==> config.mk <==
export PLATFORM = sky130hd
export DESIGN_NAME = mrs_ring_gen
export DESIGN_NICKNAME = d
export VERILOG_FILES = /design/src/rtl/mrs_pkg.sv /design/src/rtl/mrs_ring_gen.sv
export SDC_FILE = /design/constraint.sdc
export NUM_CORES = 1
export LEC_CHECK = 0
export ABC_AREA = 1
export BUFFER_PORTS_ARGS = -buffer_cell sky130_fd_sc_hd__buf_2
export CORE_UTILIZATION = 30
export DETAILED_ROUTE_END_ITERATION = 10
export GPL_TIMING_DRIVEN = 0
export SYNTH_ARGS = -nofsm -noshare
export SYNTH_HDL_FRONTEND = slang
export SYNTH_SLANG_ARGS = --single-unit
==> constraint.sdc <==
create_clock -name clk_i -period 4.1 [get_ports clk_i]
set_input_delay 0.82 -clock clk_i [delete_from_list [all_inputs] [get_ports clk_i]]
set_output_delay 0.82 -clock clk_i [all_outputs]
set_load 0.02 [all_outputs]
==> src/rtl/mrs_pkg.sv <==
// ----------------------------------------------------------------------------
// mrs_pkg
// Shared widths, codes and the request type of the matrix ring sum block.
// ----------------------------------------------------------------------------
package mrs_pkg;

  // Item field widths.
  localparam int IDX_W       = 5;   // row and column index of an item
  localparam int VALUE_W     = 16;  // sample value carried by a write item
  localparam int OUT_W       = 24;  // ring sum result
  localparam int IN_TDATA_W  = 32;  // row, col, value packed and padded to bytes
  localparam int OUT_TDATA_W = 24;

  // Configuration port.
  localparam int CFG_IDX_W  = 2;
  localparam int CFG_DATA_W = 6;
  localparam int SIZE_W     = 6;    // num_rows, num_cols
  localparam int RADIUS_W   = 5;
  localparam int EFF_W      = 7;    // size clipped to the store, holds up to 64

  // Signed ring coordinates: centre plus or minus radius.
  localparam int COORD_W = 8;

  localparam logic [CFG_IDX_W-1:0] REG_NUM_ROWS = 2'd0;
  localparam logic [CFG_IDX_W-1:0] REG_NUM_COLS = 2'd1;
  localparam logic [CFG_IDX_W-1:0] REG_RADIUS   = 2'd2;

  localparam logic [SIZE_W-1:0]   RESET_NUM_ROWS = 6'd32;
  localparam logic [SIZE_W-1:0]   RESET_NUM_COLS = 6'd32;
  localparam logic [RADIUS_W-1:0] RESET_RADIUS   = 5'd1;

  localparam logic ACT_WRITE = 1'b0;
  localparam logic ACT_QUERY = 1'b1;

  // Saturation bounds of the 24-bit signed result.
  localparam int SUM_MAX = 8388607;
  localparam int SUM_MIN = -8388608;

  // One ring cell visit, issued together with its store read address.
  typedef struct packed {
    logic valid;
    logic inb;    // cell lies inside the matrix in use
    logic first;  // first cell of the query
    logic last;   // last cell of the query
  } ring_req_t;

endpackage

==> src/rtl/mrs_ring_gen.sv <==
// ----------------------------------------------------------------------------
// mrs_ring_gen
// Walks the cells of one ring, one per cycle, and issues store reads.
// ----------------------------------------------------------------------------
module mrs_ring_gen import mrs_pkg::*; #(
  parameter int AW = 5
) (
  input  logic                clk_i,
  input  logic                rst_ni,
  input  logic                start_i,
  input  logic [IDX_W-1:0]    row_i,
  input  logic [IDX_W-1:0]    col_i,
  input  logic [RADIUS_W-1:0] radius_i,
  input  logic [EFF_W-1:0]    eff_rows_i,
  input  logic [EFF_W-1:0]    eff_cols_i,
  output logic [2*AW-1:0]     rd_addr_o,
  output ring_req_t           req_o,
  output logic                busy_o
);

  typedef enum logic [1:0] {ST_IDLE, ST_ROWS, ST_COLS} gen_state_e;

  localparam int J_W = RADIUS_W + 1;

  gen_state_e           state_q;
  logic [IDX_W-1:0]     row_q;
  logic [IDX_W-1:0]     col_q;
  logic [RADIUS_W-1:0]  rad_q;
  logic [J_W-1:0]       j_q;
  logic                 side_q;

  logic signed [COORD_W-1:0] r_lo, r_hi, c_lo, c_hi, j_ext;
  logic signed [COORD_W-1:0] cell_row, cell_col;
  logic [J_W-1:0]            two_r;
  logic                      in_ring, is_last;

  assign two_r = {rad_q, 1'b0};
  assign j_ext = COORD_W'(j_q);
  assign r_lo  = COORD_W'(row_q) - COORD_W'(rad_q);
  assign r_hi  = COORD_W'(row_q) + COORD_W'(rad_q);
  assign c_lo  = COORD_W'(col_q) - COORD_W'(rad_q);
  assign c_hi  = COORD_W'(col_q) + COORD_W'(rad_q);

  always_comb begin
    cell_row = r_lo;
    cell_col = c_lo;
    in_ring  = 1'b0;
    is_last  = 1'b0;
    unique case (state_q)
      ST_IDLE: begin
      end
      ST_ROWS: begin
        // Top and bottom rows, full width including the corners.
        in_ring  = 1'b1;
        cell_row = side_q ? r_hi : r_lo;
        cell_col = c_lo + j_ext;
        is_last  = (rad_q == '0);
      end
      ST_COLS: begin
        // Left and right columns without their corners.
        in_ring  = 1'b1;
        cell_row = r_lo + j_ext;
        cell_col = side_q ? c_hi : c_lo;
        is_last  = side_q && (j_q == two_r - J_W'(1));
      end
      default: begin
      end
    endcase
  end

  assign req_o.valid = in_ring;
  assign req_o.inb   = !cell_row[COORD_W-1] && !cell_col[COORD_W-1] &&
                       (cell_row < COORD_W'(eff_rows_i)) &&
                       (cell_col < COORD_W'(eff_cols_i));
  assign req_o.first = (state_q == ST_ROWS) && (j_q == '0) && !side_q;
  assign req_o.last  = is_last;
  assign rd_addr_o   = {cell_row[AW-1:0], cell_col[AW-1:0]};
  assign busy_o      = (state_q != ST_IDLE);

  always_ff @(posedge clk_i or negedge rst_ni) begin
    if (!rst_ni) begin
      state_q <= ST_IDLE;
      row_q   <= '0;
      col_q   <= '0;
      rad_q   <= '0;
      side_q  <= 1'b0;
      j_q     <= '0;
    end else begin
      unique case (state_q)
        ST_IDLE: begin
          if (start_i) begin
            state_q <= ST_ROWS;
            row_q   <= row_i;
            col_q   <= col_i;
            rad_q   <= radius_i;
            j_q     <= '0;
            side_q  <= 1'b0;
          end
        end
        ST_ROWS: begin
          if (rad_q == '0) begin
            state_q <= ST_IDLE;
          end else if (!side_q) begin
            side_q <= 1'b1;
          end else begin
            side_q <= 1'b0;
            if (j_q == two_r) begin
              state_q <= ST_COLS;
              j_q     <= J_W'(1);
            end else begin
              j_q <= j_q + J_W'(1);
            end
          end
        end
        ST_COLS: begin
          if (!side_q) begin
            side_q <= 1'b1;
          end else begin
            side_q <= 1'b0;
            if (is_last) begin
              state_q <= ST_IDLE;
            end else begin
              j_q <= j_q + J_W'(1);
            end
          end
        end
        default: begin
          state_q <= ST_IDLE;
        end
      endcase
    end
  end

`ifndef SYNTH
  // The cycle after the last cell nothing more is issued.
  a_quiet_after_last: assert property (@(posedge clk_i) disable iff (!rst_ni)
    req_o.valid && req_o.last |=> !req_o.valid)
    else $error("ring walker issued a cell after the last one");

  // A started query issues its first cell in the next cycle.
  a_first_after_start: assert property (@(posedge clk_i) disable iff (!rst_ni)
    start_i && !busy_o |=> req_o.valid && req_o.first)
    else $error("ring walker did not begin with the first cell");
`endif

endmodule

; After elaboration in Yosys (flattened, before gate mapping)
; Cells that the tools add are included.
[totals]
regBits = 24
latch_bits = 0
ramBits = 0
romBits = 0
word_cells = 71
memories = 0
[classes]
add_sub_neg = 8
multipliers = 0
n_div = 0
order_cmp = 2
n_eq_ne = 12
shift = 0
n_mux = 24
bitwise = 0
n_reduce_logical = 19
[ops]
columns = op, count
row1 = $mux W6, 6
row2 = $pmux W8 S2, 2
row3 = $pmux W6 S3, 1
row4 = $add A6 B7 Y8, 2
row5 = $lt A8 B7 Y1, 2
row6 = $mux W8, 2
row7 = $add A5 B5 Y6, 2
row8 = $eq A6 B6 Y1, 2
row9 = $mux W2, 6
row10 = $ne A2 B2 Y1 const B, 6
row11 = $sub A5 B5 Y6, 2
row12 = $add A6 B1 Y6 const B, 1
row13 = $logic_and A1 B1 Y1, 6
row14 = $logic_not A6 Y1, 1
row15 = $pmux W2 S3, 1
row16 = $reduce_and A6 Y1, 1
row17 = $sub A6 B1 Y6 const B, 1
row18 = $logic_not A5 Y1, 1
row19 = $reduce_and A5 Y1, 1
row20 = $mux W1, 4
row21 = $logic_not A1 Y1, 3
row22 = $ne A3 B1 Y1 const B, 1
row23 = $ne A3 B2 Y1 const B, 1
row24 = $pmux W1 S3, 1
row25 = other kinds (9), 9

; Depth between registers and ports, before layout
; Gate-level depths: netlist of run 1.
[depth]
ltp_word = 7
mapped_depth = 24
depth_no_buf = 24

; Worst setup path before layout of run 1
; OpenSTA, ideal clock, no wires.
[synth_path]
path_type = reg-to-output
startpoint = register rad_q[1]
endpoint = output port req_o[2] (netlist name)
arrival_ns = 3.469
required_time_ns = 3.280
slack_ns = -0.189
stages_incl_launch_ff = 21
cell_sequence = dfrtp_1 inv_1 ha_1 nand2_1 o21bai_1 xor2_1 inv_1 ha_1 a21oi_1 nand2_1 a21oi_1 o21ai_0 a31oi_1 ha_1 nand2_1 inv_1 nand2_1 nand2_1 nand2_1 nand3_1 nor2_1
[synth_rtl]
columns = element, line
row1 = start: declaration, mrs_ring_gen.sv:28  ; logic [RADIUS_W-1:0] rad_q;
row2 = start signal: assignment, mrs_ring_gen.sv:95  ; rad_q <= radius_i;
row3 = end: declaration, mrs_ring_gen.sv:17  ; output ring_req_t req_o,

==> flow_summary.toml, run 1 <==
[synth]
synth.top_cell.area_share_pct = 20.1
synth.top_cells.by_count = "126 x sky130_fd_sc_hd__nand2_1, 78 x sky130_fd_sc_hd__inv_1, 54 x sky130_fd_sc_hd__ha_1, 42 x sky130_fd_sc_hd__nand3_1, 39 x sky130_fd_sc_hd__a21oi_1"
synth_compound_area_share_pct = 12.4
largest_family_of_logic_cells_by_synthesized_area = "simple AND/OR/NAND/NOR gates"
post_synth_fa_ha_maj_area_fraction_pct = 23.7
synth.net_count = 587
ys_warn_count = 0
ys_ff_latch = 24
post_synth_inst_count = 495
async_reset_ff_share_pct = 100
most_instantiated_library_cell_after_synthesis = "sky130_fd_sc_hd__nand2_1"
synth.area.mux_share_pct = 2.68
yosys-top-cells-area = "sky130_fd_sc_hd__ha_1 20%, sky130_fd_sc_hd__dfrtp_1 18%, sky130_fd_sc_hd__nand2_1 14%"
netlist-cell-type-count = 38
xor_xnor_share_of_the_synthesized_area_pct = 3.64
synth_area_per_cell_sq_um = 6.80
count_of_flip_flops_with_a_built_in_enable_after_synthesis = 0
post_synth_and_or_nand_nor_area_fraction_pct = 28.3
mappedNetlistArea_sq_um = 3360
synth_top_cell_by_area = "sky130_fd_sc_hd__ha_1"
synth.yosys.seq_area_share_pct = 17.9
synthFlopType = "sky130_fd_sc_hd__dfrtp_1"

[placement]
dp_hpwl_microns = 7800
placement.io_buffers = 46
gp_routability_congestion = 0.880

[cts]
skew_pair_late_insertion_delay_ps = 270
htree_num_levels = 1
cts_hold_buf = 0
cts_buffers = 3
cts_sinks = 24
cts_buffer_depth = 2
ctsRootBufferMaster = "sky130_fd_sc_hd__clkbuf_8"
cts_tree = "yes"
worst_path_clk_slew_ps = 90

[floorplan]
starting_density_of_the_core_pct = 30.9
die-height_microns = 108
core-area_sq_um = 10900
chip_width_microns = 108
fp-row-count = 38
fp.dieArea_sq_um = 11600
design.portCount = 47

[detailed_routing]
drt_wl_total_microns = 10000
drt-wirelength-per-cell_microns = 14.4
remaining_drc_errors = 0
drt-vias-per-instance = 4.93
postRouteAntennaNets = 0
routed-via-count = 3425
drtIter0Drc = 154
detailedRoute.firstPassIterationCount = 7

[worst_setup_path]
critPathMostFrequentCell = "sky130_fd_sc_hd__nand2_1"
reg2reg_from = "state_q[1]$_DFFE_PN0P_"
timing.critical_path.from_type = "flip-flop"
cp_data_arrival_time_ps = 3500
largest_incremental_delay_on_the_critical_path_ps = 390
critical_path_buf_inv_count = 4
cpLargestDelayFamily = "adder cells"
r2r_cells = 12
worstReg2RegEnd = "j_q[4]$_DFFE_PN0P_"
worstSetupPathType = "reg -> out"
cp_data_required_time_ps = 3280
cp-end-kind = "primary output"
setup.reg_to_reg.worst_slack_ps = 2150
worstPathMaxFanout = 5
critical_path_cell_count = 20
cp_slowest_cell = "sky130_fd_sc_hd__dfrtp_2"
critical_path.cell_chain = "clkinvlp_4 -> buf_4 -> ha_1 -> nand2_1 -> o21bai_1 -> xor2_1 -> inv_1 -> ha_4 -> nand3_1 -> nand2_1 -> nand2_1 -> a21oi_1 -> o21ai_0 -> nand2_1 -> o21ai_0 -> ha_1 -> nand2_1 -> nand3_2 -> nor2_2 -> buf_6"

[timing]
report.final.hold_viol_count = 0
worst_clock_skew_ps = 1.88
timing.final.ws_setup_ps = -222
worst-slew-pin-transition_ps = 572
totalNegativeSetupSlack_ps = -222
fmax_mhz = 231
grt_setup_unrepaired = "true"
setup_viol = 1
timing.slew.headroom_pct = 61.9
final-max-slew-violation-count = 0
layout_min_cycle_time_ps = 4320
post_route_fraction_of_the_period_consumed_by_the_critical_path_pct = 105

[grt]
groute.usage.overall_pct = 17.5
grt_pass1_vias = 3287
global_route.overflow_total = 0
antenna_found_initial = 0
grt_pass1_wl_microns = 15900
pin_count_of_the_biggest_net_entering_global_routing = 25

[run_status]
violated_checks = "negative setup slack"
run_status = "complete, but fails checks"

[flow_run]
max_cap_violations = 0

[final_layout]
post_route_cells_drive_above_1_share_pct = 25.2
areaGrowthSynthToFinish_pct = 24.1
num_antenna_cells = 0
num-nets-final = 648

[min_path]
type_of_the_worst_min_delay_path = "in -> async"
stage by stage:
stage	std cells	worst slack [ps]	utilization [%]	cell area (sq um)	hold WS [ps]
after floorplan	495	23.6	-	3380	489
after global placement	681	-404	34.8	3790	518
after detailed placement	681	-429	34.8	3790	541
after CTS	693	-247	37.2	4060	554
after global routing	695	-461	38.3	4180	566
final	695	-222	38.3	4180	529
worst max-delay path by stage:
stage | endpoint | slack [ps] | startpoint
floorplan | req_o[2] | 20 | rad_q[1]$_DFFE_PN0P_
global placement | req_o[2] | -400 | rad_q[1]$_DFFE_PN0P_
detailed placement | req_o[2] | -430 | rad_q[1]$_DFFE_PN0P_
CTS | req_o[2] | -250 | rad_q[0]$_DFFE_PN0P_
global route | req_o[2] | -460 | rad_q[0]$_DFFE_PN0P_
finish | req_o[2] | -220 | rad_q[1]$_DFFE_PN0P_
routing by layer:
metal	wire [microns]	global-route usage (%)	vias up
li1	-	-	1723
met1	4650	23.4	1600
met2	4790	30.6	89
met3	409	1.15	13
met4	162	4.01	0
met5	0	0	-
timing repair:
action,4_1_cts,5_1_grt
endpoints found under the setup margin,3,1
buffers inserted,8,2
pin swaps,9,18
gates resized for setup,34,20
hold endpoints to repair,0,0
cell type report:
class	instances	area, sq um
repair buffers	56	312
multi-input cells	378	2620
clock inverters	1	30.0
fillers	1169	6710
inverters	83	320
clock buffers	3	41.3
plain buffers	10	75.1
flip-flops and latches	24	606
well taps	140	175
cell families after synthesis:
| logic type | after synthesis |
|---|---|
| simple gates | 222 |
| mux | 8 |
| xor+xnor | 14 |
| compound gates | 74 |
| fa+ha+maj | 60 |
| buf+inv | 93 |
| flops | 24 |
worst register-to-register path, cell delays in order, from the launching register on:
cell                      delay, ps
sky130_fd_sc_hd__dfrtp_1        410
sky130_fd_sc_hd__inv_1           80
sky130_fd_sc_hd__ha_1           200
sky130_fd_sc_hd__buf_6          150
sky130_fd_sc_hd__inv_1          200
sky130_fd_sc_hd__nor2_1         120
sky130_fd_sc_hd__inv_1          130
sky130_fd_sc_hd__nand2_1         80
sky130_fd_sc_hd__nor2_2         150
sky130_fd_sc_hd__nand2_4        110
sky130_fd_sc_hd__inv_2          100
sky130_fd_sc_hd__nand3_1         90
sky130_fd_sc_hd__nand2_1         70
sequential cells by signal, summed over array words and instances (netlist names):
signal,cells
state_q,2
side_q,1
j_q,6
row_q,5
col_q,5
rad_q,5
placed cells by master, fill, tap and decap left out, drive strengths merged:
cell | Yosys | layout
clkbuf | 1 | 4
nand2b | 1 | 1
nor4 | 1 | 1
a21oi | 40 | 40
nor3 | 3 | 3
dfrtp | 24 | 24
inv | 83 | 82
or2 | 1 | 1
o21bai | 2 | 2
o22ai | 1 | 1
xnor2 | 2 | 2
a31oi | 3 | 3
nand3 | 43 | 43
o221ai | 4 | 4
clkinvlp | 0 | 1
nand4 | 6 | 6
nand2 | 131 | 131
nand3b | 3 | 3
xor2 | 12 | 12
o211a | 1 | 1
a21o | 1 | 1
a22o | 1 | 1
nor2 | 33 | 33
bufinv | 0 | 1
a22oi | 1 | 1
o21ai | 20 | 20
ha | 54 | 54
fa | 6 | 6
buf | 9 | 65
mux2 | 8 | 8
Power of run 1 is not shown: default switching activity piles up to over one toggle a cycle in this logic, so the estimate is an artifact.
==> inputs of run 2 (changes only) <==
- CORE_UTILIZATION: 30 -> 57
- PLACE_DENSITY: not set -> 0.79
==> run 2 against run 1 <==
The flow still finishes with violations (negative setup slack); clock skew grew 1.3 ps; flip-flop and latch count unchanged; design area is 0.84% higher; critical path type unchanged.
==> flow_summary.toml, run 2 (same netlist as run 1, synthesis figures left out) <==
[detailed_routing]
drt_wl_total_microns = 9810
detailedRoute.firstPassIterationCount = 5
drtIter0Drc = 184
drt-wirelength-per-cell_microns = 15.3
remaining_drc_errors = 0
drt-vias-per-instance = 5.61
postRouteAntennaNets = 0
routed-via-count = 3586

[final_layout]
num-fill-cells = 443
areaGrowthSynthToFinish_pct = 25.1
num_antenna_cells = 0
post_route_cells_drive_above_1_share_pct = 27.9
most_frequent_standard_cell_in_the_layout_excluding_fill_and_tap_cells = "sky130_fd_sc_hd__nand2_1"
largest_reg_flops = 6
final_cell_mix = "120 x sky130_fd_sc_hd__nand2_1, 70 x sky130_fd_sc_hd__inv_1, 48 x sky130_fd_sc_hd__buf_2"
reg_with_most_ffs = "j_q"
number_of_standard_cells_in_the_layout_taps_in_and_fillers_out = 639
post-route-cell-area_sq_um = 4210
num-nets-final = 660

[cts]
htree_num_levels = 1
worst_path_clk_slew_ps = 90
cts_hold_buf = 0
skew_pair_late_insertion_delay_ps = 270
ctsRootBufferMaster = "sky130_fd_sc_hd__clkbuf_8"
cts_sinks = 24
cts_tree = "yes"
cts_buffer_depth = 2
cts_buffers = 3

[timing]
timing.slew.headroom_pct = 64.2
setup_viol = 1
totalNegativeSetupSlack_ps = -240
timing.final.ws_setup_ps = -240
layout_min_cycle_time_ps = 4340
worst_clock_skew_ps = 3.17
grt_setup_unrepaired = "true"
post_route_fraction_of_the_period_consumed_by_the_critical_path_pct = 106
worst-slew-pin-transition_ps = 537
hold_ws_ps = 519
final-max-slew-violation-count = 0
fmax_mhz = 230
report.final.hold_viol_count = 0

[worst_setup_path]
cp_data_required_time_ps = 3280
worstSetupPathType = "reg -> out"
critical_path_buf_inv_count = 6
cpLargestDelayFamily = "adder cells"
cp_slowest_cell = "sky130_fd_sc_hd__fa_2"
largest_incremental_delay_on_the_critical_path_ps = 540
cp-end-kind = "primary output"
critical_path.cell_chain = "inv_2 -> ha_4 -> inv_2 -> fa_2 -> inv_1 -> fa_1 -> inv_1 -> nand3_1 -> nand2_1 -> buf_4 -> nand2_1 -> a21oi_1 -> o21ai_1 -> nand2_1 -> o21ai_1 -> ha_1 -> nand2_1 -> nand3_2 -> nor2_2 -> buf_6"
critPathMostFrequentCell = "sky130_fd_sc_hd__nand2_1"
worstPathMaxFanout = 3
cp_data_arrival_time_ps = 3520
timing.critical_path.from_type = "flip-flop"

[floorplan]
chip_width_microns = 78.8
core-area_sq_um = 5610
die-height_microns = 78.8
fp-row-count = 27
design.portCount = 47
starting_density_of_the_core_pct = 60.0
fp.dieArea_sq_um = 6210

[grt]
groute.usage.overall_pct = 31.7
global_route.overflow_total = 0
antenna_found_initial = 0
grt_pass1_wl_microns = 15400
grt_pass1_vias = 3447
pin_count_of_the_biggest_net_entering_global_routing = 25

[run_status]
violated_checks = "negative setup slack"
run_status = "complete, but fails checks"

[placement]
placed_cell_area_sq_um = 3700
placement.io_buffers = 46
gp_routability_congestion = 0.937
post-place-cells = 613
dp_hpwl_microns = 7120

[min_path]
type_of_the_worst_min_delay_path = "in -> async"

[flow_run]
max_cap_violations = 0
==> run 2: cell types whose count changed in the layout (fill, tap and decap cells not counted), sizes merged <==
cell,previous run,this run
buf,65,77
==> run 2: area by class of cell <==
| class | count | area (sq um) | share of cell area [%] |
|---|---|---|---|
| Inverter | 83 | 320 | 7.61 |
| Sequential cell | 24 | 606 | 14.4 |
| Multi-Input combinational cell | 378 | 2640 | 62.8 |
| Clock buffer | 3 | 41.3 | 0.981 |
| Tap cell | 72 | 90.1 | 2.14 |
| Buffer | 10 | 75.1 | 1.78 |
| Timing Repair Buffer | 68 | 405 | 9.63 |
| Clock inverter | 1 | 30.0 | 0.713 |
==> run 2: timing repair <==
action / in CTS / in global routing
hold endpoints to repair: 0 / 0
setup endpoints to repair: 3 / 1
pin swaps: 31 / 20
gates resized for setup: 45 / 19
buffers inserted: 17 / 5
==> run 2: routing by layer <==
layer	share of wire, %	track usage (%)
met1	41	39.6
met2	48	55.7
met3	6.4	2.30
met4	4.5	14.7
met5	0	0
==> run 2: stage by stage <==
| step | utilization (%) | setup slack [ps] |
|---|---|---|
| final | 75.1 | -240 |
| after global routing | 75.1 | -346 |
| after CTS | 72.8 | -194 |
| after detailed placement | 66.1 | -411 |
| after global placement | 66.1 | -374 |
| after floorplan | - | 23.6 |
==> run 2: worst paths after layout <==
path,start,to,slack [ps],cells past startpoint
setup / recovery,row_q[0]$_DFFE_PN0P_,req_o[2],-240,20
setup reg to reg,rad_q[1]$_DFFE_PN0P_,j_q[4]$_DFFE_PN0P_,2060,13
min in group clk_i,state_q[0]$_DFFE_PN0P_,state_q[0]$_DFFE_PN0P_,540,2
hold / removal,rst_ni,col_q[0]$_DFFE_PN0P_,520,1
hold reg to reg,state_q[0]$_DFFE_PN0P_,state_q[0]$_DFFE_PN0P_,540,2
max in group asynchronous,rst_ni,rad_q[1]$_DFFE_PN0P_,3190,1
Power of run 2 is left out for the same reason.
