`src/rtl/mrs_pkg.sv`:
```
// ----------------------------------------------------------------------------
// mrs_pkg
// Shared widths, codes and the request type of the matrix ring sum block.
// ----------------------------------------------------------------------------
package mrs_pkg;

  // Item field widths.
  localparam int IDX_W       = 5;   // row and column index of an item
  localparam int VALUE_W     = 16;  // sample value carried by a write item
  localparam int OUT_W       = 24;  // ring sum result
  localparam int IN_TDATA_W  = 32;  // row, col, value packed and padded to bytes
  localparam int OUT_TDATA_W = 24;

  // Configuration port.
  localparam int CFG_IDX_W  = 2;
  localparam int CFG_DATA_W = 6;
  localparam int SIZE_W     = 6;    // num_rows, num_cols
  localparam int RADIUS_W   = 5;
  localparam int EFF_W      = 7;    // size clipped to the store, holds up to 64

  // Signed ring coordinates: centre plus or minus radius.
  localparam int COORD_W = 8;

  localparam logic [CFG_IDX_W-1:0] REG_NUM_ROWS = 2'd0;
  localparam logic [CFG_IDX_W-1:0] REG_NUM_COLS = 2'd1;
  localparam logic [CFG_IDX_W-1:0] REG_RADIUS   = 2'd2;

  localparam logic [SIZE_W-1:0]   RESET_NUM_ROWS = 6'd32;
  localparam logic [SIZE_W-1:0]   RESET_NUM_COLS = 6'd32;
  localparam logic [RADIUS_W-1:0] RESET_RADIUS   = 5'd1;

  localparam logic ACT_WRITE = 1'b0;
  localparam logic ACT_QUERY = 1'b1;

  // Saturation bounds of the 24-bit signed result.
  localparam int SUM_MAX = 8388607;
  localparam int SUM_MIN = -8388608;

  // One ring cell visit, issued together with its store read address.
  typedef struct packed {
    logic valid;
    logic inb;    // cell lies inside the matrix in use
    logic first;  // first cell of the query
    logic last;   // last cell of the query
  } ring_req_t;

endpackage

```
`src/rtl/mrs_accum.sv`:
```
// ----------------------------------------------------------------------------
// mrs_accum
// Adds the read samples of a ring, saturates, and holds the result item.
// ----------------------------------------------------------------------------
module mrs_accum import mrs_pkg::*; #(
  parameter int SAMPLE_BITS = 16
) (
  input  logic                   clk_i,
  input  logic                   rst_ni,
  input  ring_req_t              req_i,
  input  logic [SAMPLE_BITS-1:0] rdata_i,
  input  logic                   m_ready_i,
  output logic                   m_valid_o,
  output logic [OUT_W-1:0]       m_data_o,
  output logic                   busy_o
);

  // Headroom for up to 248 cells, never narrower than the result plus a sign.
  localparam int ACC_W = (SAMPLE_BITS + 9 > OUT_W + 1) ? SAMPLE_BITS + 9 : OUT_W + 1;
  localparam logic signed [ACC_W-1:0] ACC_MAX = ACC_W'(SUM_MAX);
  localparam logic signed [ACC_W-1:0] ACC_MIN = ACC_W'(SUM_MIN);

  ring_req_t               req_q;
  logic signed [ACC_W-1:0] acc_q, acc_d;
  logic signed [ACC_W-1:0] term, sat;
  logic                    done_q, done_d;
  logic                    m_valid_q, m_valid_d;
  logic [OUT_W-1:0]        m_data_q, m_data_d;
  logic                    out_free;

  assign term     = req_q.inb ? ACC_W'($signed(rdata_i)) : '0;
  assign out_free = !m_valid_q || m_ready_i;

  always_comb begin
    if (acc_q > ACC_MAX) begin
      sat = ACC_MAX;
    end else if (acc_q < ACC_MIN) begin
      sat = ACC_MIN;
    end else begin
      sat = acc_q;
    end
  end

  always_comb begin
    acc_d     = acc_q;
    done_d    = done_q;
    m_valid_d = m_valid_q && !m_ready_i;
    m_data_d  = m_data_q;
    if (req_q.valid) begin
      acc_d = (req_q.first ? '0 : acc_q) + term;
      if (req_q.last) begin
        done_d = 1'b1;
      end
    end
    if (done_q && out_free) begin
      done_d    = 1'b0;
      m_valid_d = 1'b1;
      m_data_d  = sat[OUT_W-1:0];
    end
  end

  always_ff @(posedge clk_i or negedge rst_ni) begin
    if (!rst_ni) begin
      req_q     <= '0;
      done_q    <= 1'b0;
      m_valid_q <= 1'b0;
    end else begin
      req_q     <= req_i;
      done_q    <= done_d;
      m_valid_q <= m_valid_d;
    end
  end

  always_ff @(posedge clk_i) begin
    acc_q    <= acc_d;
    m_data_q <= m_data_d;
  end

  assign m_valid_o = m_valid_q;
  assign m_data_o  = m_data_q;
  assign busy_o    = req_q.valid || done_q;

`ifndef SYNTH
  // A finished sum is never overtaken by cells of another query.
  a_no_overlap: assert property (@(posedge clk_i) disable iff (!rst_ni)
    !(done_q && req_q.valid))
    else $error("ring cells arrived while a sum waited for hand-over");

  // A result item appears only from a finished sum.
  a_result_source: assert property (@(posedge clk_i) disable iff (!rst_ni)
    $rose(m_valid_q) |-> $past(done_q))
    else $error("result item raised without a finished sum");
`endif

endmodule

```
`config.mk`:
```
export PLATFORM = sky130hd
export DESIGN_NAME = mrs_accum
export DESIGN_NICKNAME = d
export VERILOG_FILES = /design/src/rtl/mrs_pkg.sv /design/src/rtl/mrs_accum.sv
export SDC_FILE = /design/constraint.sdc
export NUM_CORES = 1
export LEC_CHECK = 0
export BUFFER_PORTS_ARGS = -buffer_cell sky130_fd_sc_hd__buf_2
export CAP_MARGIN = 40
export CORE_MARGIN = 4
export CORE_UTILIZATION = 40
export DETAILED_ROUTE_END_ITERATION = 8
export PLACE_DENSITY_LB_ADDON = 0.25
export SYNTH_ARGS = -nofsm -noshare
export SYNTH_HDL_FRONTEND = slang
export SYNTH_SLANG_ARGS = --single-unit
```
`constraint.sdc`:
```
create_clock -name clk_i -period 3.5 [get_ports clk_i]
set_input_delay 1.05 -clock clk_i [delete_from_list [all_inputs] [get_ports clk_i]]
set_output_delay 1.05 -clock clk_i [all_outputs]
set_load 0.005 [all_outputs]
```
=== After elaboration in Yosys (flattened, before gate mapping) ===
Cells that the tools add are included.
W data, S select, Z words.

* Bits of input ports: 23
* Logic and storage cells: 27
* Register bits after elaboration: 55
* Output and inout bits: 26

* $add $sub $neg: 1
* $lt $le $gt $ge: 2
* Muxes and demuxes: 7
* Reductions and logical operators: 9

{| class="wikitable"
|+ Operators with widths
! operator !! number
|-
| $mux W25 || 2
|-
| $add A25 B25 Y25 || 1
|-
| $gt A25 B24 Y1 const B || 1
|-
| $lt A25 B24 Y1 const B || 1
|-
| $mux W24 || 1
|-
| $mux W1 || 4
|-
| $reduce_bool A2 Y1 || 2
|-
| $logic_and A1 B1 Y1 || 2
|-
| $logic_not A1 Y1 || 2
|-
| $logic_or A1 B1 Y1 || 2
|-
| $reduce_and A2 Y1 || 1
|}

=== Logic depth before layout (Yosys ltp) ===
Gate-level depths: netlist of the first run.

* Depth in word-level cells: 5
* Gate-level depth with buffers: 10
* Depth with buffers taken out: 9

=== Worst setup path after synthesis of the first run ===
No wires, ideal clock.

* Kind: input port to flip-flop
* Start: input port rdata_i[0]
* End: register acc_q[16], data pin
* Required time: 3241 ps
* Cell stages on the path: 9
* Library setup time: 259 ps
* Data arrival time: 2994 ps
* Path slack: 246 ps
* Cell sequence: and2_1 > ha_1 > fa_1 > a211oi_1 > or3b_4 > a211oi_2 > a211oi_2 > o21ai_0 > xnor2_1

* Word-level cells in the longest chain between the ends: 2

{| class="wikitable"
|+ RTL lines
! item !! line !! source
|-
| start: declaration || mrs_accum.sv:11 || <nowiki>input logic [SAMPLE_BITS-1:0] rdata_i,</nowiki>
|-
| $mux W25 || mrs_accum.sv:31 || <nowiki>assign term = req_q.inb ? ACC_W'($signed(rdata_i)) : '0;</nowiki>
|-
| $add A25 B25 Y25 || mrs_accum.sv:50 || <nowiki>acc_d = (req_q.first ? '0 : acc_q) + term;</nowiki>
|-
| end signal: assignment || mrs_accum.sv:75 || <nowiki>acc_q <= acc_d;</nowiki>
|-
| end: declaration || mrs_accum.sv:24 || <nowiki>logic signed [ACC_W-1:0] acc_q, acc_d;</nowiki>
|}

No other way between the ends.
A chain may end at the register's enable or synchronous reset.

=== Final worst setup path of the first run ===
Ends and elaborated chain as after synthesis.

==> run_summary.xml, run 1 <==
<?xml version="1.0" encoding="UTF-8"?>
<metrics>
  <group name="outcome">
    <metric name="outcome" unit="">completed</metric>
  </group>
  <group name="floorplan">
    <metric name="floorplan.initialDensity" unit="%">41.4</metric>
    <metric name="io_pins" unit="">49</metric>
    <metric name="die-area" unit="mm^2">0.0107</metric>
    <metric name="floorplan.die.width" unit="um">103</metric>
    <metric name="coreArea" unit="mm^2">0.00876</metric>
    <metric name="rows" unit="">34</metric>
    <metric name="die_h" unit="um">103</metric>
  </group>
  <group name="power_and_ir_drop">
    <metric name="p_per_area" unit="mW/mm^2">407</metric>
    <metric name="worst_vdd_ir" unit="mV">0.161</metric>
    <metric name="total_leakage_power" unit="nW">1.79</metric>
  </group>
  <group name="logic_synthesis">
    <metric name="yosys.area_share.adder" unit="%">8.83</metric>
    <metric name="synth.net_count" unit="">431</metric>
    <metric name="syn-cell-area" unit="mm^2">0.00363</metric>
    <metric name="synthMostInstantiatedCell" unit="">sky130_fd_sc_hd__edfxtp_1</metric>
    <metric name="post-synth-top-area-cell" unit="">sky130_fd_sc_hd__edfxtp_1</metric>
    <metric name="yosys_most_used_dff" unit="">sky130_fd_sc_hd__edfxtp_1</metric>
    <metric name="postSynthAreaPerCell" unit="um^2">9.47</metric>
    <metric name="synth_seq_cells" unit="">55</metric>
    <metric name="synth_edf_count" unit="">49</metric>
    <metric name="synth.distinct_cells" unit="">44</metric>
    <metric name="synth.top_cell.area_share" unit="%">40.6</metric>
    <metric name="synth_top_family_by_area" unit="">simple AND/OR/NAND/NOR gates</metric>
    <metric name="synthTopCellsByCount" unit="">49 x sky130_fd_sc_hd__edfxtp_1, 45 x sky130_fd_sc_hd__nand2_1, 39 x sky130_fd_sc_hd__nor2_1, 34 x sky130_fd_sc_hd__o21ai_0, 27 x sky130_fd_sc_hd__a21oi_1</metric>
    <metric name="synth_mux_area_share" unit="%">1.10</metric>
    <metric name="synth_compound_gate_area_share" unit="%">18.1</metric>
    <metric name="synth_xor_area_share" unit="%">4.35</metric>
    <metric name="yosysSeqAreaShare" unit="%">44.7</metric>
    <metric name="synthArstFlopShare" unit="%">10.9</metric>
    <metric name="post_synth_main_area_contributors" unit="">sky130_fd_sc_hd__edfxtp_1 41%, sky130_fd_sc_hd__ha_1 8.3%, sky130_fd_sc_hd__o21ai_0 4.7%</metric>
    <metric name="yosys_warnings" unit="">0</metric>
    <metric name="postSynthCellCount" unit="">383</metric>
    <metric name="post_synth_and_or_nand_nor_area_fraction" unit="%">20.5</metric>
  </group>
  <group name="placed_design">
    <metric name="io_buffers" unit="">48</metric>
    <metric name="dp.final_hpwl" unit="um">5980</metric>
    <metric name="final_gp_congestion" unit="">0.922</metric>
    <metric name="placement.cell_area" unit="mm^2">0.00398</metric>
    <metric name="post-place-ws" unit="ns">0.0433</metric>
  </group>
  <group name="finish">
    <metric name="layout_cell_share_with_drive_strength_beyond_1" unit="%">16.1</metric>
    <metric name="number_of_nets_in_the_finished_design" unit="">475</metric>
    <metric name="syn2layout_area_growth" unit="%">12.9</metric>
    <metric name="finished_layout_cell_area" unit="mm^2">0.00410</metric>
    <metric name="ant_cells" unit="">0</metric>
  </group>
  <group name="drt">
    <metric name="avgRoutedWirePerCell" unit="um">14.4</metric>
    <metric name="via_density_per_instance" unit="">5.37</metric>
    <metric name="ant_nets" unit="">0</metric>
    <metric name="drc_errors" unit="">0</metric>
    <metric name="total_number_of_vias" unit="">2879</metric>
    <metric name="detailedRoute.firstIterationViolations" unit="">182</metric>
    <metric name="wirelength" unit="um">7730</metric>
    <metric name="drtPass1Iterations" unit="">4</metric>
  </group>
  <group name="sta">
    <metric name="final-hold-violation-count" unit="">0</metric>
    <metric name="fin_worst_skew" unit="ns">0.0136</metric>
    <metric name="layout_min_cycle_time" unit="ns">3.15</metric>
    <metric name="max-slew-margin-rel" unit="%">55.7</metric>
    <metric name="timing_max_transition_violations_final" unit="">0</metric>
    <metric name="tns" unit="ns">0</metric>
    <metric name="final.period_utilization" unit="%">90.0</metric>
    <metric name="tightestPinTransition" unit="ns">0.664</metric>
    <metric name="max_freq" unit="MHz">318</metric>
    <metric name="fin_worst_hold_slack" unit="ns">0.514</metric>
    <metric name="grt_setup_unrepaired" unit="">no</metric>
    <metric name="postLayoutSetupSlackWorst" unit="ns">0.352</metric>
    <metric name="report.final.setup_viol" unit="">0</metric>
  </group>
  <group name="job">
    <metric name="maxCapViolCount" unit="">0</metric>
  </group>
  <group name="critical_path">
    <metric name="timing.critical_path.mode_cell" unit="">sky130_fd_sc_hd__a211oi_2</metric>
    <metric name="worstPathRequired" unit="ns">3.56</metric>
    <metric name="timing.rr.start" unit="">req_q[2]$_DFF_PN0_</metric>
    <metric name="critical_path.startpoint" unit="">rdata_i[0]</metric>
    <metric name="critical_path.cell_chain" unit="">buf_2 -&gt; and2_1 -&gt; ha_1 -&gt; fa_1 -&gt; a211oi_1 -&gt; or3b_4 -&gt; a211oi_2 -&gt; a211oi_2 -&gt; buf_4 -&gt; o21ai_0 -&gt; xnor2_1</metric>
    <metric name="worstPathArrival" unit="ns">3.21</metric>
    <metric name="critical_path.endpoint_type" unit="">register</metric>
    <metric name="cp_slowest_stage_delay" unit="ns">0.44</metric>
    <metric name="worstSetupPathType" unit="">primary input to register</metric>
    <metric name="worst_setup_path_start_kind" unit="">primary input</metric>
    <metric name="path_max_fanout" unit="">5</metric>
    <metric name="slowest_stage" unit="">sky130_fd_sc_hd__fa_1</metric>
  </group>
  <group name="clocking">
    <metric name="max-clock-path-buffers" unit="">2</metric>
    <metric name="ctsRootBufferMaster" unit="">sky130_fd_sc_hd__clkbuf_8</metric>
    <metric name="later_pin_clock_latency_in_the_skew_report" unit="ns">0.30</metric>
    <metric name="tritoncts" unit="">yes</metric>
    <metric name="clock_sinks" unit="">55</metric>
    <metric name="path_clk_slew" unit="ns">0.10</metric>
    <metric name="hold_buffers" unit="">0</metric>
    <metric name="cts_resized" unit="">0</metric>
    <metric name="cts.repair_timing.setup_buffer_count" unit="">0</metric>
    <metric name="cts.htree.levels" unit="">2</metric>
    <metric name="tritoncts.num_buffers" unit="">5</metric>
  </group>
  <group name="global_route">
    <metric name="number_of_global_route_vias_before_repair" unit="">2693</metric>
    <metric name="antenna_violations_before_repair" unit="">0</metric>
    <metric name="grt_pass1_wl" unit="um">12700</metric>
    <metric name="gr-usage-all-layers" unit="%">15.0</metric>
    <metric name="overflow" unit="">0</metric>
    <metric name="grt_start_max_net_pins" unit="">48</metric>
  </group>
  <group name="hold_path">
    <metric name="hold_path_class" unit="">register to register</metric>
    <metric name="hold_start" unit="">done_q$_DFFE_PN0P_</metric>
  </group>
</metrics>
==> cell families after synthesis <==
| group | Yosys count |
|---|---|
| AO/OA/AOI/OAI | 105 |
| adder cells (fa/ha/maj) | 25 |
| XOR/XNOR | 18 |
| AND/OR/NAND/NOR | 152 |
| flip-flops | 55 |
| buffers and inverters | 24 |
| multiplexers | 4 |
==> path summary, 6_finish.rpt <==
path / end / slack [ns] / depth (start not counted)
max: acc_q[16]$_DFFE_PP_ / 0.35 / 11
min: done_q$_DFFE_PN0P_ / 0.51 / 1
max reg2reg: acc_q[16]$_DFFE_PP_ / 0.54 / 10
min reg2reg: done_q$_DFFE_PN0P_ / 0.51 / 1
max in group asynchronous: req_q[3]$_DFF_PN0_ / 2.81 / 1
min in group asynchronous: m_valid_o$_DFF_PN0_ / 0.55 / 1
==> worst max-delay path: cells and delay by family <==
kind,cells,cell delay [ns]
XOR/XNOR,1,0.15
adder cells (fa/ha/maj),2,0.68
AND/OR/NAND/NOR,2,0.35
buffers and inverters,2,0.25
AO/OA/AOI/OAI,4,0.72
==> metrics by stage <==
step | utilization, % | instances | total power, mW
after floorplan | - | 383 | 1.16
after global placement | 45.5 | 528 | 1.27
after detailed placement | 45.5 | 528 | 1.28
after CTS | 46.7 | 536 | 1.68
after global routing | 46.7 | 536 | 1.77
final | 46.7 | 536 | 1.67
==> metal layers <==
metal	global-route usage, %	wire length [um]	vias to the layer above
met5	0	0	-
met3	1.81	472	7
met4	3.59	76	0
met2	23.6	3430	80
li1	-	-	1455
met1	22.0	3750	1337
==> area by class of cell <==
class	instances	area, um^2
well taps	108	135
flip-flops and latches	55	1620
repair buffers	54	285
clock buffers	7	108
clock inverters	1	5.00
inverters	7	26.3
multi-input cells	304	1920
fillers	834	4670
==> registers in the layout (all words and copies together), names as in the netlist <==
name and flops:
done_q 1, m_valid_o 1, req_q 4, acc_q 25
m_data_o 24
==> power by group <==
part	leakage (nW)	total (mW)	switching, mW	internal, mW
registers	0.545	0.857	0.0439	0.813
logic	1.19	0.405	0.231	0.174
clock network	0.0594	0.404	0.200	0.203
total	1.79	1.67	0.475	1.19
==> layout by cell type, fill, tap and decap left out, types with 7 or more instances in the layout <==
cell                       instances
sky130_fd_sc_hd__xor2_1            7
sky130_fd_sc_hd__nor2_1           39
sky130_fd_sc_hd__a21oi_1          27
sky130_fd_sc_hd__inv_1             7
sky130_fd_sc_hd__xnor2_1          11
sky130_fd_sc_hd__nand2_1          45
sky130_fd_sc_hd__nor2b_1          24
sky130_fd_sc_hd__edfxtp_1         49
sky130_fd_sc_hd__o21ai_0          34
sky130_fd_sc_hd__buf_2            48
sky130_fd_sc_hd__a21o_1           15
sky130_fd_sc_hd__and2_1           18
sky130_fd_sc_hd__ha_1             24
(Power assumes the default switching activity.)
==> inputs of run 2 (changes only) <==
RECOVER_POWER = 50   (was default)
==> run 2 against run 1 <==
  * Fmax hardly changed
  * Register-to-register slack is essentially flat
  * Die area is the same
  * Worst setup slack gained 0.00057 ns
  * Sequential share of layout area barely moved
  * Non-clock buffer count stayed put
  * Critical path type unchanged
  * Largest cell class unchanged
==> run_summary.xml, run 2 (synthesis gave the netlist of run 1 again) <==
<?xml version="1.0" encoding="UTF-8"?>
<metrics>
  <group name="critical_path">
    <metric name="worstPathArrival" unit="ns">3.21</metric>
    <metric name="critical_path.cell_chain" unit="">buf_2 -&gt; and2_1 -&gt; ha_1 -&gt; fa_1 -&gt; a211oi_1 -&gt; or3b_4 -&gt; a211oi_2 -&gt; a211oi_2 -&gt; buf_4 -&gt; o21ai_0 -&gt; xnor2_1</metric>
    <metric name="critical_path.endpoint_type" unit="">register</metric>
    <metric name="path_max_fanout" unit="">5</metric>
    <metric name="cpLargestDelayFamily" unit="">compound AO/OA/AOI/OAI gates</metric>
    <metric name="worstPathRequired" unit="ns">3.56</metric>
    <metric name="worstPathBufferInverterCount" unit="">2</metric>
    <metric name="worstSetupPathType" unit="">primary input to register</metric>
    <metric name="slowest_stage" unit="">sky130_fd_sc_hd__fa_1</metric>
    <metric name="timing.critical_path.mode_cell" unit="">sky130_fd_sc_hd__a211oi_2</metric>
    <metric name="worst_setup_path_start_kind" unit="">primary input</metric>
    <metric name="cp_slowest_stage_delay" unit="ns">0.44</metric>
  </group>
  <group name="placed_design">
    <metric name="dp.final_hpwl" unit="um">5980</metric>
    <metric name="post-place-ws" unit="ns">0.0433</metric>
    <metric name="final_gp_congestion" unit="">0.922</metric>
    <metric name="io_buffers" unit="">48</metric>
    <metric name="placement.cell_area" unit="mm^2">0.00398</metric>
  </group>
  <group name="drt">
    <metric name="detailedRoute.firstIterationViolations" unit="">182</metric>
    <metric name="avgRoutedWirePerCell" unit="um">14.4</metric>
    <metric name="drc_errors" unit="">0</metric>
    <metric name="ant_nets" unit="">0</metric>
    <metric name="drtPass1Iterations" unit="">5</metric>
    <metric name="total_number_of_vias" unit="">2878</metric>
    <metric name="wirelength" unit="um">7750</metric>
    <metric name="via_density_per_instance" unit="">5.37</metric>
  </group>
  <group name="global_route">
    <metric name="antenna_violations_before_repair" unit="">0</metric>
    <metric name="grt_pass1_wl" unit="um">12700</metric>
    <metric name="gr-usage-all-layers" unit="%">15.0</metric>
    <metric name="number_of_global_route_vias_before_repair" unit="">2693</metric>
    <metric name="grt_start_max_net_pins" unit="">48</metric>
    <metric name="overflow" unit="">0</metric>
  </group>
  <group name="finish">
    <metric name="fillerInstances" unit="">837</metric>
    <metric name="ant_cells" unit="">0</metric>
    <metric name="syn2layout_area_growth" unit="%">12.8</metric>
    <metric name="area.sequential" unit="mm^2">0.00162</metric>
    <metric name="layout_cell_share_with_drive_strength_beyond_1" unit="%">15.7</metric>
    <metric name="footprint_of_the_multi_input_gates" unit="mm^2">0.00192</metric>
    <metric name="flip_flop_count_of_the_largest_register_after_layout" unit="">25</metric>
    <metric name="final_common_cell" unit="">sky130_fd_sc_hd__edfxtp_1</metric>
    <metric name="registers.top_by_ff_count" unit="">acc_q</metric>
    <metric name="number_of_nets_in_the_finished_design" unit="">475</metric>
    <metric name="layout_common_cells" unit="">49 x sky130_fd_sc_hd__edfxtp_1, 47 x sky130_fd_sc_hd__buf_2, 45 x sky130_fd_sc_hd__nand2_1</metric>
    <metric name="finished_layout_cell_area" unit="mm^2">0.00409</metric>
  </group>
  <group name="clocking">
    <metric name="clock_sinks" unit="">55</metric>
    <metric name="ctsRootBufferMaster" unit="">sky130_fd_sc_hd__clkbuf_8</metric>
    <metric name="max-clock-path-buffers" unit="">2</metric>
    <metric name="cts_resized" unit="">0</metric>
    <metric name="hold_buffers" unit="">0</metric>
    <metric name="path_clk_slew" unit="ns">0.10</metric>
    <metric name="later_pin_clock_latency_in_the_skew_report" unit="ns">0.30</metric>
    <metric name="cts.repair_timing.setup_buffer_count" unit="">0</metric>
    <metric name="tritoncts" unit="">yes</metric>
    <metric name="cts.htree.levels" unit="">2</metric>
    <metric name="tritoncts.num_buffers" unit="">5</metric>
  </group>
  <group name="job">
    <metric name="maxCapViolCount" unit="">0</metric>
  </group>
  <group name="hold_path">
    <metric name="hold_path_class" unit="">register to register</metric>
  </group>
  <group name="floorplan">
    <metric name="coreArea" unit="mm^2">0.00876</metric>
    <metric name="floorplan.initialDensity" unit="%">41.4</metric>
    <metric name="die_h" unit="um">103</metric>
    <metric name="io_pins" unit="">49</metric>
    <metric name="floorplan.die.width" unit="um">103</metric>
    <metric name="rows" unit="">34</metric>
    <metric name="die-area" unit="mm^2">0.0107</metric>
  </group>
  <group name="outcome">
    <metric name="outcome" unit="">completed</metric>
  </group>
  <group name="sta">
    <metric name="max_freq" unit="MHz">318</metric>
    <metric name="fin_worst_skew" unit="ns">0.0142</metric>
    <metric name="postLayoutSetupSlackWorst" unit="ns">0.352</metric>
    <metric name="final.period_utilization" unit="%">89.9</metric>
    <metric name="grt_setup_unrepaired" unit="">no</metric>
    <metric name="tightestPinTransition" unit="ns">1.24</metric>
    <metric name="layout_min_cycle_time" unit="ns">3.15</metric>
    <metric name="report.final.setup_viol" unit="">0</metric>
    <metric name="fin_worst_hold_slack" unit="ns">0.512</metric>
    <metric name="max-slew-margin-rel" unit="%">17.6</metric>
    <metric name="timing_max_transition_violations_final" unit="">0</metric>
    <metric name="tns" unit="ns">0</metric>
    <metric name="final-hold-violation-count" unit="">0</metric>
  </group>
  <group name="power_and_ir_drop">
    <metric name="p_per_area" unit="mW/mm^2">408</metric>
    <metric name="fin_total_pwr" unit="mW">1.67</metric>
    <metric name="worst_vdd_ir" unit="mV">0.162</metric>
    <metric name="total_leakage_power" unit="nW">1.78</metric>
  </group>
</metrics>
run 2: layer usage:
| metal | track usage, % | wire, um | vias to the layer above |
|---|---|---|---|
| met5 | 0 | 0 | - |
| li1 | - | - | 1454 |
| met1 | 22.0 | 3780 | 1339 |
| met3 | 1.81 | 442 | 7 |
| met4 | 3.59 | 76 | 0 |
| met2 | 23.6 | 3440 | 78 |
run 2: per-stage QoR:
stage	std cells	utilization, %
2_1_floorplan	383	-
5_1_grt	536	46.7
4_1_cts	536	46.7
6_report	536	46.7
3_5_place_dp	528	45.5
3_3_place_gp	528	45.5
run 2: cell type report:
class                      count  share of cell area [%]
clock inverter                 1                   0.122
sequential                    55                    39.6
tap                          108                    3.30
inverter                       7                   0.642
clock buffer                   7                    2.63
timing repair buffer          54                    6.85
multi-input combinational    304                    46.8
run 2: final timing paths:
path	start	endpoint	slack, ns	cells after the start
max reg2reg	req_q[2]$_DFF_PN0_	acc_q[16]$_DFFE_PP_	0.54	10
min in group asynchronous	rst_ni	m_valid_o$_DFF_PN0_	0.60	1
max	rdata_i[0]	acc_q[16]$_DFFE_PP_	0.35	11
max in group asynchronous	rst_ni	req_q[1]$_DFF_PN0_	2.67	1
min reg2reg	done_q$_DFFE_PN0P_	done_q$_DFFE_PN0P_	0.51	1
min	done_q$_DFFE_PN0P_	done_q$_DFFE_PN0P_	0.51	1
run 2: where the power goes:
part,total [mW],switching (mW),internal (mW),leakage (nW)
combinational,0.404,0.231,0.173,1.18
sequential,0.858,0.0440,0.814,0.545
clock,0.406,0.202,0.203,0.0594
==> inputs of run 3 (changes only) <==
MAX_ROUTING_LAYER = met4   (was default)
==> run 3 against run 2 <==
  * Register-to-register slack got worse by 0.02 ns
  * Count of clock-buffer cells in the layout decreased by 1
  * Total power decreased by 4.5%
  * Largest power group unchanged
==> run_summary.xml, run 3 (synthesis gave the netlist of run 1 again) <==
<?xml version="1.0" encoding="UTF-8"?>
<metrics>
  <group name="outcome">
    <metric name="outcome" unit="">completed</metric>
  </group>
  <group name="sta">
    <metric name="final.period_utilization" unit="%">89.9</metric>
    <metric name="fin_worst_skew" unit="ns">0.0168</metric>
    <metric name="final-hold-violation-count" unit="">0</metric>
    <metric name="report.final.setup_viol" unit="">0</metric>
    <metric name="max-slew-margin-rel" unit="%">17.4</metric>
    <metric name="tns" unit="ns">0</metric>
    <metric name="timing_max_transition_violations_final" unit="">0</metric>
    <metric name="layout_min_cycle_time" unit="ns">3.15</metric>
    <metric name="tightestPinTransition" unit="ns">1.24</metric>
    <metric name="grt_setup_unrepaired" unit="">no</metric>
    <metric name="max_freq" unit="MHz">318</metric>
  </group>
  <group name="floorplan">
    <metric name="die-area" unit="mm^2">0.0107</metric>
    <metric name="io_pins" unit="">49</metric>
    <metric name="rows" unit="">34</metric>
    <metric name="die_h" unit="um">103</metric>
    <metric name="floorplan.initialDensity" unit="%">41.4</metric>
    <metric name="floorplan.die.width" unit="um">103</metric>
    <metric name="coreArea" unit="mm^2">0.00876</metric>
  </group>
  <group name="finish">
    <metric name="flip_flop_count_of_the_largest_register_after_layout" unit="">25</metric>
    <metric name="ant_cells" unit="">0</metric>
    <metric name="syn2layout_area_growth" unit="%">11.9</metric>
    <metric name="area.sequential" unit="mm^2">0.00162</metric>
    <metric name="registers.top_by_ff_count" unit="">acc_q</metric>
    <metric name="layout_cell_share_with_drive_strength_beyond_1" unit="%">15.0</metric>
    <metric name="number_of_nets_in_the_finished_design" unit="">475</metric>
    <metric name="fillerInstances" unit="">860</metric>
    <metric name="layout_common_cells" unit="">49 x sky130_fd_sc_hd__edfxtp_1, 47 x sky130_fd_sc_hd__buf_2, 45 x sky130_fd_sc_hd__nand2_1</metric>
    <metric name="final_common_cell" unit="">sky130_fd_sc_hd__edfxtp_1</metric>
    <metric name="footprint_of_the_multi_input_gates" unit="mm^2">0.00192</metric>
  </group>
  <group name="global_route">
    <metric name="gr-usage-all-layers" unit="%">15.3</metric>
    <metric name="antenna_violations_before_repair" unit="">0</metric>
    <metric name="number_of_global_route_vias_before_repair" unit="">2696</metric>
    <metric name="overflow" unit="">0</metric>
    <metric name="grt_start_max_net_pins" unit="">48</metric>
    <metric name="grt_pass1_wl" unit="um">12600</metric>
  </group>
  <group name="power_and_ir_drop">
    <metric name="internal-power" unit="mW">1.12</metric>
    <metric name="pwr-share-clk" unit="%">20.8</metric>
    <metric name="pwr-share-comb" unit="%">25.4</metric>
    <metric name="switching_power" unit="mW">0.469</metric>
    <metric name="fin_total_pwr" unit="mW">1.59</metric>
    <metric name="share_seq_of_total_power" unit="%">53.9</metric>
    <metric name="worst_vdd_ir" unit="mV">0.179</metric>
    <metric name="power.share.switching" unit="%">29.4</metric>
    <metric name="total_leakage_power" unit="nW">1.76</metric>
    <metric name="p_per_area" unit="mW/mm^2">392</metric>
  </group>
  <group name="drt">
    <metric name="avgRoutedWirePerCell" unit="um">14.4</metric>
    <metric name="via_density_per_instance" unit="">5.29</metric>
    <metric name="drtPass1Iterations" unit="">4</metric>
    <metric name="drc_errors" unit="">0</metric>
    <metric name="detailedRoute.firstIterationViolations" unit="">143</metric>
    <metric name="total_number_of_vias" unit="">2836</metric>
    <metric name="ant_nets" unit="">0</metric>
    <metric name="wirelength" unit="um">7730</metric>
  </group>
  <group name="placed_design">
    <metric name="dp.final_hpwl" unit="um">5980</metric>
    <metric name="io_buffers" unit="">48</metric>
    <metric name="final_gp_congestion" unit="">0.929</metric>
  </group>
  <group name="critical_path">
    <metric name="path_max_fanout" unit="">5</metric>
    <metric name="worst_setup_path_start_kind" unit="">primary input</metric>
    <metric name="critical_path.endpoint_type" unit="">register</metric>
    <metric name="worstSetupPathType" unit="">primary input to register</metric>
    <metric name="worstPathRequired" unit="ns">3.55</metric>
    <metric name="worstPathArrival" unit="ns">3.20</metric>
  </group>
  <group name="clocking">
    <metric name="hold_buffers" unit="">0</metric>
    <metric name="tritoncts.num_buffers" unit="">5</metric>
    <metric name="max-clock-path-buffers" unit="">2</metric>
    <metric name="cts.repair_timing.setup_buffer_count" unit="">0</metric>
    <metric name="cts_resized" unit="">0</metric>
    <metric name="cts.htree.levels" unit="">2</metric>
    <metric name="path_clk_slew" unit="ns">0.09</metric>
    <metric name="later_pin_clock_latency_in_the_skew_report" unit="ns">0.31</metric>
    <metric name="tritoncts" unit="">yes</metric>
    <metric name="clock_sinks" unit="">55</metric>
    <metric name="ctsRootBufferMaster" unit="">sky130_fd_sc_hd__clkbuf_8</metric>
  </group>
  <group name="job">
    <metric name="maxCapViolCount" unit="">0</metric>
  </group>
  <group name="hold_path">
    <metric name="hold_path_class" unit="">register to register</metric>
  </group>
</metrics>
==> run 3: per-stage QoR <==
| stage | area [um^2] | utilization [%] | hold slack, ns | cells | worst slack [ns] |
|---|---|---|---|---|---|
| floorplan | 3630 | - | 0.469 | 383 | 0.246 |
| global placement | 3980 | 45.5 | 0.489 | 528 | 0.0923 |
| detailed placement | 3980 | 45.5 | 0.511 | 528 | 0.0726 |
| CTS | 4060 | 46.4 | 0.523 | 536 | 0.384 |
| global route | 4060 | 46.3 | 0.553 | 536 | 0.220 |
| finish | 4060 | 46.3 | 0.515 | 536 | 0.354 |
==> run 3: layer usage <==
| layer | wire [um] | GRT usage (%) | up-vias | part of all wire, % |
|---|---|---|---|---|
| met5 | 0 | - | - | 0 |
| met4 | 109 | 3.78 | 0 | 1.4 |
| met3 | 341 | 1.74 | 11 | 4.4 |
| met2 | 3340 | 23.9 | 61 | 43 |
| met1 | 3940 | 21.4 | 1309 | 51 |
| li1 | - | - | 1455 | - |
==> run 3: path summary, 6_finish.rpt <==
kind	start	end	slack, ns	cells past startpoint
max	rdata_i[0]	acc_q[18]$_DFFE_PP_	0.35	11
min	done_q$_DFFE_PN0P_	done_q$_DFFE_PN0P_	0.51	1
max reg2reg	req_q[1]$_DFF_PN0_	acc_q[18]$_DFFE_PP_	0.52	10
min reg2reg	done_q$_DFFE_PN0P_	done_q$_DFFE_PN0P_	0.51	1
max in group asynchronous	rst_ni	done_q$_DFFE_PN0P_	2.66	1
min in group asynchronous	rst_ni	m_valid_o$_DFF_PN0_	0.60	1
==> run 3: power by group through the flow <==
stage	clock network, mW	registers (mW)	logic (mW)
floorplan	0	0.863	0.294
global placement	0	0.871	0.397
detailed placement	0	0.873	0.405
CTS	0.340	0.859	0.406
global route	0.362	0.868	0.459
finish	0.331	0.858	0.404
==> run 3: critical path, cell delays in order <==
cell and delay, ns:
sky130_fd_sc_hd__buf_2 0.09, sky130_fd_sc_hd__and2_1 0.14, sky130_fd_sc_hd__ha_1 0.25, sky130_fd_sc_hd__fa_1 0.44, sky130_fd_sc_hd__a211oi_1 0.34, sky130_fd_sc_hd__or3b_4 0.21, sky130_fd_sc_hd__a211oi_2 0.07, sky130_fd_sc_hd__a211oi_2 0.21
sky130_fd_sc_hd__buf_4 0.17, sky130_fd_sc_hd__o31ai_2 0.07, sky130_fd_sc_hd__xor2_1 0.15
==> run 3: area by class of cell <==
cell class	instances	area share [%]
timing repair buffer	54	6.91
clock buffer	6	1.79
inverter	7	0.647
sequential	55	40.0
tap	108	3.33
multi-input combinational	304	47.2
clock inverter	2	0.185
